===== config.mk =====
export PLATFORM = sky130hd
export DESIGN_NAME = wfs_front
export DESIGN_NICKNAME = d
export VERILOG_FILES = /design/src/design/wfs_pkg.sv /design/src/design/wfs_front.sv
export SDC_FILE = /design/constraint.sdc
export NUM_CORES = 1
export LEC_CHECK = 0
export BUFFER_PORTS_ARGS = -buffer_cell sky130_fd_sc_hd__buf_2
export CORE_UTILIZATION = 47
export DETAILED_ROUTE_END_ITERATION = 8
export GPL_ROUTABILITY_DRIVEN = 0
export PLACE_DENSITY = 0.87
export SKIP_LAST_GASP = 1
export SYNTH_ARGS = -nofsm -noshare
export SYNTH_HDL_FRONTEND = slang
export SYNTH_SLANG_ARGS = --single-unit

===== constraint.sdc =====
create_clock -name clock -period 5.5 [get_ports clock]
set_clock_uncertainty 0.15 [all_clocks]
set_input_delay 0.275 -clock clock [delete_from_list [all_inputs] [get_ports clock]]
set_output_delay 0.275 -clock clock [all_outputs]
set_load 0.02 [all_outputs]

===== src/design/wfs_pkg.sv =====
`timescale 1ns / 1ps
`default_nettype none
package wfs_pkg;

   localparam int MaxWaypointsDef = 1024;
   localparam int CordicStepsDef  = 16;
   localparam int AtanEntries     = 24;

   localparam int CoordW  = 32;
   localparam int DiffW   = 33;
   localparam int GainW   = 16;
   localparam int RadiusW = 31;
   localparam int QuatW   = 16;
   localparam int IndexW  = 11;
   localparam int CordW   = 36;
   localparam int AngW    = 34;
   localparam int MulW    = 34;
   localparam int ProdW   = 68;

   localparam logic [RadiusW-1:0] RadiusReset = 31'd32768;
   localparam logic [GainW-1:0]   GainReset   = 16'd256;
   localparam logic [AngW-1:0]    HalfPiQ30   = 34'd1686629713;
   localparam logic [29:0]        InvGainQ30  = 30'h26DD3B6A;

   typedef enum logic [1:0] {
      MODE_PATH = 2'd0,
      MODE_POSE = 2'd1,
      MODE_TICK = 2'd2
   } mode_type;

   typedef enum logic [0:0] {
      CSR_RADIUS = 1'b0,
      CSR_GAIN   = 1'b1
   } csr_index_type;

   typedef struct packed {
      logic [1:0]               mode;
      logic                     start_path;
      logic signed [CoordW-1:0] x;
      logic signed [CoordW-1:0] y;
      logic signed [CoordW-1:0] z;
   } item_type;

   typedef struct packed {
      logic start;
      logic vectoring;
   } cordic_cmd_type;

   typedef struct packed {
      logic busy;
      logic done;
   } cordic_status_type;

   function automatic logic [AngW-1:0] atan_entry(input logic [4:0] i);
      logic [AngW-1:0] r;
      case (i)
         5'd0:    r = 34'h03243F6A8;
         5'd1:    r = 34'h01DAC6705;
         5'd2:    r = 34'h00FADBAFC;
         5'd3:    r = 34'h007F56EA6;
         5'd4:    r = 34'h003FEAB76;
         5'd5:    r = 34'h001FFD55B;
         5'd6:    r = 34'h000FFFAAA;
         5'd7:    r = 34'h0007FFF55;
         5'd8:    r = 34'h0003FFFEA;
         5'd9:    r = 34'h0001FFFFD;
         5'd10:   r = 34'h0000FFFFF;
         5'd11:   r = 34'h00007FFFF;
         5'd12:   r = 34'h00003FFFF;
         5'd13:   r = 34'h00001FFFF;
         5'd14:   r = 34'h00000FFFF;
         5'd15:   r = 34'h000007FFF;
         5'd16:   r = 34'h000003FFF;
         5'd17:   r = 34'h000001FFF;
         5'd18:   r = 34'h000000FFF;
         5'd19:   r = 34'h0000007FF;
         5'd20:   r = 34'h0000003FF;
         5'd21:   r = 34'h0000001FF;
         5'd22:   r = 34'h0000000FF;
         5'd23:   r = 34'h00000007F;
         default: r = '0;
      endcase
      return r;
   endfunction

endpackage
`default_nettype wire


===== src/design/wfs_front.sv =====
`timescale 1ns / 1ps
`default_nettype none
module wfs_front import wfs_pkg::*; (
   input  wire logic     clock,
   input  wire logic     reset,
   input  wire logic     req_valid,
   output logic          req_ready,
   input  wire item_type req_item,
   output logic          q_valid,
   output item_type      q_item,
   input  wire logic     q_pop
);

   localparam int Depth = 2;

   item_type   q_ff [Depth];
   logic [0:0] head_ff, head_in, tail_ff, tail_in;
   logic [1:0] count_ff, count_in;
   logic       push;

   assign req_ready = (count_ff != 2'(Depth));
   assign push      = req_valid && req_ready &&
                      (req_item.mode inside {MODE_PATH, MODE_POSE, MODE_TICK});
   assign q_valid   = (count_ff != 2'd0);
   assign q_item    = q_ff[head_ff];

   always_comb begin
      head_in  = q_pop ? head_ff + 1'b1 : head_ff;
      tail_in  = push ? tail_ff + 1'b1 : tail_ff;
      count_in = count_ff + {1'b0, push} - {1'b0, q_pop};
   end

   always_ff @(posedge clock) begin
      if (reset) begin
         head_ff  <= '0;
         tail_ff  <= '0;
         count_ff <= '0;
      end else begin
         head_ff  <= head_in;
         tail_ff  <= tail_in;
         count_ff <= count_in;
      end
   end

   always_ff @(posedge clock) begin
      if (push) begin
         q_ff[tail_ff] <= req_item;
      end
   end

endmodule
`default_nettype wire


## Yosys cells after proc, flatten, opt, wreduce, memory -nomap -nowiden

Memory sizes are Yosys's and may differ from the RTL's. A register that Yosys moved wholly into a read port is not among the register bits.
Index checks and enable logic that the tools add are counted.

| word-level totals | value |
|---|---|
| flip-flop bits (word level) | 4 |
| bits in writable memories | 198 |
| input port bits | 103 |
| memories | 1 |

Memories:

| name | words | bits a word | read ports | clocked after memory_dff | wr ports | RTL line | text |
|---|---|---|---|---|---|---|---|
| q_ff | 2 | 99 | 1 | 1 | 1 | wfs_front.sv:16 | `item_type q_ff [Depth];` |

| operators by class | value |
|---|---|
| add/sub/neg operators | 4 |
| eq/ne operators | 3 |
| mux-type cells | 4 |
| reductions and logical operators | 5 |

Operators by type and width:

| kind | count |
|---|---|
| $mux 1 | 4 |
| $reduce_bool 3->1 | 1 |
| $add 1x1->1 const B | 2 |
| $add 2x1->2 | 1 |
| $eq 2x1->1 const B | 1 |
| $eq 2x2->1 const B | 1 |
| $logic_and 1x1->1 | 2 |
| $logic_not 2->1 | 1 |
| $ne 2x2->1 const B | 1 |
| $reduce_bool 2->1 | 1 |
| $sub 2x1->2 | 1 |

## Longest topological paths before layout

Gate-level depths: netlist (run 1).

| logic depth | value |
|---|---|
| depth after elaboration | 5 |
| mapped depth | 8 |
| mapped depth without buffers | 8 |

## Worst setup path before layout (run 1)

No wires, ideal clock.

| timing path | value |
|---|---|
| kind | register to register |
| start | reg count_ff[1] |
| end | mem q_ff[1][0] in the netlist's numbering, enable pin |
| setup time | 0.557 ns |
| arrival time | 4.845 ns |
| path slack | -0.052 ns |
| stages on the path, launching flop included | 5 |
| path buffers | 0 |
| period minus slack after synthesis | 5.552 ns |
| cell sequence | dfxtp_1 nor2b_4 inv_1 nand2b_1 nor2_1 |

| on the way | value |
|---|---|
| cells in the longest elaborated chain, start to end | 5 |

RTL lines:

| item | RTL line | text |
|---|---|---|
| start, declared | wfs_front.sv:18 | `logic [1:0] count_ff, count_in;` |
| start signal, assigned | wfs_front.sv:41 | `count_ff <= count_in;` |
| $ne 2x2->1 | wfs_front.sv:21 | `assign req_ready = (count_ff != 2'(Depth));` |
| net req_ready | wfs_front.sv:7 | `output logic req_ready,` |
| $logic_and 1x1->1 (2 in a row) | wfs_front.sv:22 | `assign push = req_valid && req_ready &&` |
| $mux 1 | wfs_front.sv:46 | `if (push) begin` |
| $mux 1 (implied by the code) | wfs_front.sv:47 | `q_ff[tail_ff] <= req_item;` |
| end, declared | wfs_front.sv:16 |  |

The timed path passes the listed nets, and every way through them passes these cells.

==> results.md, run 1 <==
- The average instance in the mapped netlist occupies 22.1 µm².
- The I/O pin count is 204.
- For this run the aggregate overflow at the end of global routing stands at 0.
- The number of warnings reported in the yosys synthesis log is 0.
- The worst hold path was traced through 4 stages.
- Of the total synthesized cell area, the portion taken by full adders, half adders and majority gates is 0.00169.
- The share of the synthesized area in the top cell type is 0.801.
- The post-synthesis compound-gate area fraction was 0.00590.
- The number of antenna violations at the first check in global routing is 0.
- Compared with the post-synthesis result, the final layout area differs by 40.1%.
- The critical path endpoint category is a primary output.
- The leading cell type in the layout, fill and taps excluded is buf_2.
- Headroom to the max-slew limit came out at 0.465.
- The length in cells of the worst reg-to-reg path is 4.
- The critical path is of the reg2out type.
- For the worst setup path, the data arrival time is 2.52 ns.
- The standard-cell row count is 45.
- The worst setup path is launched from a flop.
- The clock latency on the worst-skew pair is 0.47 ns.
- After detailed routing, the average wire length per cell comes to 17.7 µm.
- The delay of the slowest critical-path stage is 0.85 ns.
- Ranked by total cell area, the synthesized netlist is headed by edfxtp_1 80%, mux2_2 14%, mux2_4 2.0%, dfxtp_1 1.3%, buf_2 0.54%.
- For this design the ratio of total power to cell area is 373 nW/µm².
- The number of nets produced by synthesis is 440.
- The antenna cell count is 0.
- Post-CTS repair changed the size of 0 cells.
- The number of instances in the synthesized netlist is 336.
- Detailed routing inserted a total of 4,266 vias.
- The total CTS buffers is 21.
- The number of pins with negative max-slew slack in the final report was 0.
- The register area share after synthesis is 0.814.
- The fraction of the core area covered by cells at the end of the flow is 0.679.
- The pin count of the biggest net entering global routing is 62.
- The maximum clock path buffer count is 3.
- The via count of the first global-routing pass is 4,603.
- The tree built by TritonCTS fans out to 203 sinks.
- The detailed router's first-iteration violation count is 253.
- The required time of the worst setup path is 5.08 ns.
- Adding up every negative setup slack in the final design gives 0 ns.
- CTS built an H-tree with a depth of 1.
- The shortest clock period the worst path allows after layout is 2.95 ns.
- Of all nets on the critical path, the largest fanout is 61.
- The count of nets left with antenna violations once routing finished came out at 0.
- The horizontal die dimension is 128 µm.
- The count of different cell masters after synthesis is 19.
- The first global-routing pass estimated 23.4 mm of wire.
- The slew at the pin closest to its max-slew limit is 0.802 ns.
- Of the total synthesized cell area, the portion taken by AND, OR, NAND and NOR gates is 0.00725.
- The die is 128 µm tall.
- The total iterations of the first detailed-routing run is 4.
- For this run, the top clock speed supported by timing is 0.339 GHz.
- The source of the worst register-to-register timing path is count_ff[0].
- The number of input and output port buffers inserted is 203.
- The final net count is 761.
- The count of final hold-check violations is 0.
- The largest area contributor in the netlist is edfxtp_1.
- Of the total synthesized cell area, the portion taken by XOR and XNOR cells is 0.00354.
- Of the cells placed in the final design, the portion with a size suffix greater than 1 is 0.516.
- The HPWL after detailed placement is 8.72 mm.
- The critical path goes through buf_4 -> mux2_2 -> buf_2.
- The worst-case register-to-register setup slack is 2.83 ns.
- Setup repair after global routing left no endpoint under its margin.
- The remaining design rule violation count is 0.
- For this block, the routed nets add up to 15.6 mm of wire.
- Clock tree synthesis selected as its root buffer the cell clkbuf_16.
- The destination of the worst hold path is tail_ff.
- The worst hold path belongs to the class in2reg.
- Dividing the final minimum period by the clock period gives 0.536.
- After synthesis, the largest family of logic cells by area is multiplexers.
- The core region is 15,300 µm².
- The post-CTS clock slew at the launch and capture registers of the worst setup and hold paths is 0.06 ns.
- Setup violations remaining at the end of the flow were counted as 0.
- The leakage power is 0.00394 µW.
- The cell area after technology mapping is 7420 µm².
- In the layout the commonest cells are 203 x buf_2, 198 x edfxtp_1, 102 x dlygate4sd3_1, 89 x mux2_2, 21 x clkbuf_16.
- The effective utilization at floorplan is 0.485.
- The TritonCTS clock tree is built.
- The die covers 16,300 µm².
- The start point of the worst hold path is req_valid.
- The destination of the worst register-to-register timing path is q_ff[0][16].
- The largest individual stage delay along the critical path comes from the cell dfxtp_4.
- Max-cap violations in this run came to 0.
- The global-route usage over all layers is 0.189.
- The final-layout fill cell count is 1,017.
- Synthesis inferred 203 register bits.
- The flow ran to the end, and the final reports show no timing, DRC or antenna violations.
- The via count normalized by instance count is 4.84.
- Across the VDD grid, the largest voltage drop is 277 µV.
- The share of cell area taken by muxes after synthesis is 0.155.
-- routing by layer --
metal	up-vias	wire (µm)	track usage
met5	-	0	0
met4	0	487	0.0720
met3	42	914	0.0392
met2	175	8190	0.347
met1	2074	6010	0.216
li1	1975	-	-
-- worst max-delay path: cells and delay by family (launching register included) --
| kind | cells | cell delay, ns |
|---|---|---|
| buffers and inverters | 2 | 0.77 |
| DFF | 1 | 0.85 |
| muxes | 1 | 0.41 |
-- worst max path at each step --
stage / end / slack (ns) / cells after the start
floorplan: q_ff[1][0] / 1.61 / 4
global placement: q_ff[0][16] / 2.81 / 5
detailed placement: q_ff[0][16] / 2.71 / 5
CTS: q_item[98] / 2.49 / 3
global route: q_item[21] / 2.37 / 3
finish: q_item[21] / 2.55 / 3
-- area by class of cell --
cell class	instances	area, µm²	area share
repair buffers	309	2070	0.199
clock inverters	10	106	0.0102
flip-flops and latches	203	6050	0.582
multi-input cells	118	1300	0.125
inverters	4	17.5	0.00168
well taps	211	264	0.0254
clock buffers	27	598	0.0575
-- repair_timing --
item | 4_1_cts | 5_1_grt
buffers inserted | 0 | 0
endpoints found under the setup margin | 0 | 0
hold buffers | 102 | 0
hold endpoints to repair | 203 | 0
-- synth_stat cells, drive strengths merged --
cell type	number
o21ai	2
nor2b	2
or2	1
xnor2	3
or3	1
dfxtp	5
inv	4
edfxtp	198
o2111ai	1
mux2	99
a21bo	2
nor2	4
nand2b	1
buf	11
ha	1
a21oi	1
-- registers in the layout (all words and copies together), names as in the netlist, named ones only --
register / count
q_ff: 198
head_ff: 1
count_ff: 2
tail_ff: 1
-- where the power goes --
part	internal [µW]	switching [µW]	total (µW)
clock network	862	553	1420
logic	253	324	578
registers	1840	47.7	1890
-- metrics by stage --
stage / std cells / area [µm²] / setup slack, ns / power [µW] / hold slack, ns
finish: 882 / 10400 / 2.55 / 3880 / 0.249
global route: 882 / 10400 / 2.37 / 4020 / 0.246
detailed placement: 743 / 8670 / 2.71 / 2440 / 0.316
global placement: 743 / 8670 / 2.81 / 2410 / 0.312
CTS: 882 / 10400 / 2.49 / 3900 / 0.211
floorplan: 336 / 7430 / 1.61 / 2250 / 0.194
-- cells by family (layout without fill, tap and decap cells) --
logic type | count (synthesis) | after routing
compound gates | 6 | 6
fa+ha+maj | 1 | 1
xor+xnor | 3 | 3
flops | 203 | 203
mux | 99 | 99
buf+inv | 15 | 350
simple gates | 9 | 9
(Power assumes the default switching activity.)
==> run 2, diff against run 1 <==
- ABC_AREA: not set -> 1
- CORE_UTILIZATION: 47 -> 52
- PLACE_DENSITY: 0.87 -> 0.9
- clock period: 5.5 -> 2.8 ns (I/O delays scaled with it)
==> results.md, run 2 <==
- The overall power of the completed layout is 7310 µW (+88%).
- The internal power contribution is 5610 µW (+90%).
- The flip-flop and latch area came to 6050 µm² (unchanged).
- The prevailing post-synth register cell is edfxtp_1.
- The detailed router's first-iteration violation count came to 217 (-14%).
- The I/O pin count is 204 (unchanged).
- The number of maximum-capacitance constraint violations is 0 (unchanged).
- The destination of the worst register-to-register timing path is q_ff[0][33].
- The via total after detailed routing came to 4,319 (+1.2%).
- STA classifies the critical path endpoint as a primary output.
- The global-route wire length before repair is 22.6 mm (-3.6%).
- The mean post-synth cell area came to 21.8 µm² (-1.5%).
- The combined area of the multi-input logic cells is 1290 µm² (-0.68%).
- The largest registers in the layout are q_ff (198), count_ff (2).
- For the finished layout, the period the worst path requires is 2.24 ns.
- The worst-case register-to-register setup slack came to 0.90 ns (-1.93 ns).
- The vertical die dimension was 121 µm (-5.0%).
- The library cell used most frequently in the layout, excluding fill and tap cells, is buf_2.
- The total power density per cell area was 706 nW/µm² (+89%).
- The flip-flop count of the largest register after layout is 198 (unchanged).
- The horizontal die dimension is 121 µm (-5.0%).
- Traced cell by cell, the critical path runs through buf_4 -> mux2_2 -> buf_2.
- The synthesized design spends more area on one cell type than any other, namely edfxtp_1.
- The remaining design rule violation count is 0 (unchanged).
- The total CTS buffers was 21 (unchanged).
- The post-CTS clock slew at the launch and capture registers of the worst setup and hold paths was 0.06 ns (about the same).
- The final worst-path cycle share is 0.799.
- The number of input and output port buffers inserted is 203 (unchanged).
- The effective utilization at floorplan is 0.533 (+0.0484).
- The instance area at placement is 8660 µm² (-0.12%).
- The clock share of power is 0.358 (-0.007).
- The setup TNS after final layout is 0 ns (unchanged).
- Sorting the synthesized cells by area gives the leading types as edfxtp_1 80%, mux2_2 14%, mux2_4 2.0%, dfxtp_1 1.4%, buf_2 0.54%.
- The global-route usage over all layers is 0.202 (+0.0133).
- The share of the synthesized area in the top cell type is 0.804 (+0.00257).
- The worst relative slew slack is 0.519 (+0.0531).
- The worst setup path is of the reg2out kind.
- The number of pins with negative max-slew slack in the final report was 0 (unchanged).
- The number of buffers inserted to repair setup after CTS is 0 (unchanged).
- Ranked by instance count, the synthesized netlist is headed by 198 x edfxtp_1, 89 x mux2_2, 10 x mux2_4.
- The number of instances in the synthesized netlist is 340 (+1.2%).
- The area of the placeable core is 13,900 µm² (-9.4%).
- The sequential fraction of design power is 0.496 (+0.009).
- The peak supply drop is 664 µV (+140%).
- The clock root buffer is clkbuf_16.
- The worst hold path class is in2reg.
- The total iterations of the first detailed-routing run is 4 (unchanged).
- The post-DP HPWL is 8.48 mm (-2.8%).
- The final net count is 767 (+0.79%).
- The clock latency on the worst-skew pair is 0.48 ns (about the same).
- In this run the most critical hold path is launched from req_item[23].
- In the layout the commonest cells are 203 x buf_2, 198 x edfxtp_1, 103 x dlygate4sd3_1, 89 x mux2_2, 21 x clkbuf_16.
- The required time of the worst setup path is 2.51 ns (-2.57 ns).
- The sum of buffers and inverters on the critical path is 2 (unchanged).
- The via count of the first global-routing pass is 4,597 (-0.13%).
- The post-synthesis to final-layout area growth came to 40.0% (about the same).
- The total net switching power is 1700 µW (+83%).
- The average detailed-routed wire length per instance came to 17.7 µm (+0.34%).
- Among all cell types in the netlist, the one instantiated most often is edfxtp_1.
- The via count normalized by instance count is 5.04 (+4.2%).
- The sink count of the clock tree is 203 (unchanged).
- The pin count of the biggest net entering global routing came to 101 (+63%).
- The antenna cell count is 0 (unchanged).
- The number of nets produced by synthesis is 444 (+0.91%).
- The final setup violation count is 0 (unchanged).
- The highest fanout seen on the critical path is 36 (-41%).
- The count of final hold-check violations came to 0 (unchanged).
- STA classifies the critical path startpoint as a flop.
- The number of cells in the design after placement is 717 (-3.5%).
- The count of antenna-violating nets left after detailed routing is 0 (unchanged).
- The delay of the slowest critical-path stage is 0.44 ns (-0.41 ns).
- The switching power as a share of total power was 0.232 (-0.00628).
- Setup repair after global routing left no endpoint under its margin.
- The arrival time at the worst endpoint is 1.95 ns (-0.57 ns).
- The source of the worst register-to-register timing path is count_ff[0].
- The slew at the pin closest to its max-slew limit was 0.722 ns (-0.0796 ns).
- The fraction of the core area covered by cells at the end of the flow came to 0.746 (+0.0673).
- The flow ran to the end, and the final reports show no timing, DRC or antenna violations.
- The fraction of registers with async set/reset came to 0 (unchanged).
- Broken down by cell family, the worst path's largest delay share belongs to buffers and inverters.
- The sum of routed wire length over all layers is 15.2 mm (-2.5%).
- The area of all placed cells without fillers is 10,400 µm² (-0.38%).
- The share of post-route cells with drive strength above 1 came to 0.507 (-0.00900).
- The length in cells of the worst reg-to-reg path is 5 (+1).
- The standard-cell row count is 43 (-4.4%).
- The number of antenna violations at the first check in global routing came to 0 (unchanged).
- The register with the most flip-flops is q_ff.
- The cell depth of the worst min-delay path was 2 (-2).
- The combinational cell fraction of total power is 0.146 (-0.003).
- The post-synthesis register bit count was 203 (unchanged).
- The final-layout fill cell count is 758 (-25%).
- The destination of the worst hold path is q_ff[1][23].
- For this design, the slowest cell found on the critical path is dfxtp_4.
- The maximum clock rate is 0.447 GHz.
- The number of warnings reported in the yosys synthesis log was 0 (unchanged).
- The cell area after technology mapping is 7400 µm² (-0.32%).
- The number of enable-type register cells in the synthesized netlist came to 198 (unchanged).
- TritonCTS built the clock tree.
- The area of the die came to 14,700 µm² (-9.8%).
- The post-layout instance count excluding filler cells is 857 (-2.8%).
- The H-tree depth reported by CTS is 1 (unchanged).
- The leakage power is 0.00395 µW (+0.14%).
- The register area share after synthesis is 0.817 (+0.00262).
- The maximum clock path buffer count is 3 (unchanged).
- The count of different cell masters after synthesis is 14 (-5).
- The leftover overflow at the end of global routing is 0 (unchanged).
[run 2: worst max path at each step]
stage / startpoint / to / slack, ns / depth (start not counted)
4_1_cts: flop / q_item[48] / 0.55 / 3
3_3_place_gp: count_ff[0] / q_ff[0][25] / 1.01 / 5
5_1_grt: flop / q_item[1] / 0.49 / 3
3_5_place_dp: count_ff[0] / q_ff[0][33] / 0.93 / 5
6_report: flop / q_item[90] / 0.56 / 3
2_1_floorplan: count_ff[0] / q_ff[1][0] / 0.07 / 4
[run 2: area by class of cell]
cell class	instances	share of cell area
Sequential cell	203	0.584
Tap cell	180	0.0217
Timing Repair Buffer	311	0.204
Multi-Input combinational cell	120	0.124
Inverter	6	0.00217
Clock buffer	29	0.0575
Clock inverter	8	0.00664
[run 2: worst register-to-register path, delay by kind of cell, from the launching register on]
family,cells,cell delay [ns]
buffers and inverters,2,0.64
flip-flops,1,0.34
AND/OR/NAND/NOR,3,0.33
[run 2: through the flow]
stage / setup WS, ns / hold slack [ns]
3_5_place_dp: 0.925 / 0.181
5_1_grt: 0.489 / 0.231
2_1_floorplan: 0.0687 / 0.0591
6_report: 0.563 / 0.239
3_3_place_gp: 1.01 / 0.177
4_1_cts: 0.549 / 0.219
[run 2: kinds of logic after synthesis]
| kind of cell | share of synthesized area |
|---|---|
| AOI/OAI and AO/OA | 0.000676 |
| xor gates and xnor gates | 0.00237 |
| adders and majority gates | 0.00169 |
| buffers and inverters | 0.0130 |
| DFF | 0.817 |
| muxes | 0.156 |
| and+or+nand+nor | 0.00947 |
[run 2: per-layer routing]
layer  up-vias  part of all wire  global-route usage
met1      2131              0.37               0.221
met3        42             0.057              0.0409
met4         0             0.029              0.0764
li1       1979                 -                   -
met5         -                 0                   0
met2       167              0.54               0.381
[run 2: power by group through the flow]
| stage | Sequential (µW) | Clock [µW] | Combinational (µW) |
|---|---|---|---|
| floorplan | 3670 | 0 | 621 |
| global placement | 3680 | 0 | 912 |
| detailed placement | 3690 | 0 | 942 |
| CTS | 3630 | 2660 | 1060 |
| global route | 3640 | 2770 | 1130 |
| finish | 3630 | 2620 | 1060 |
[run 2: timing repair]
item                                   in CTS  in global routing
resized for setup                           0                  0
endpoints found under the hold margin     203                  0
hold buffers                              103                  0
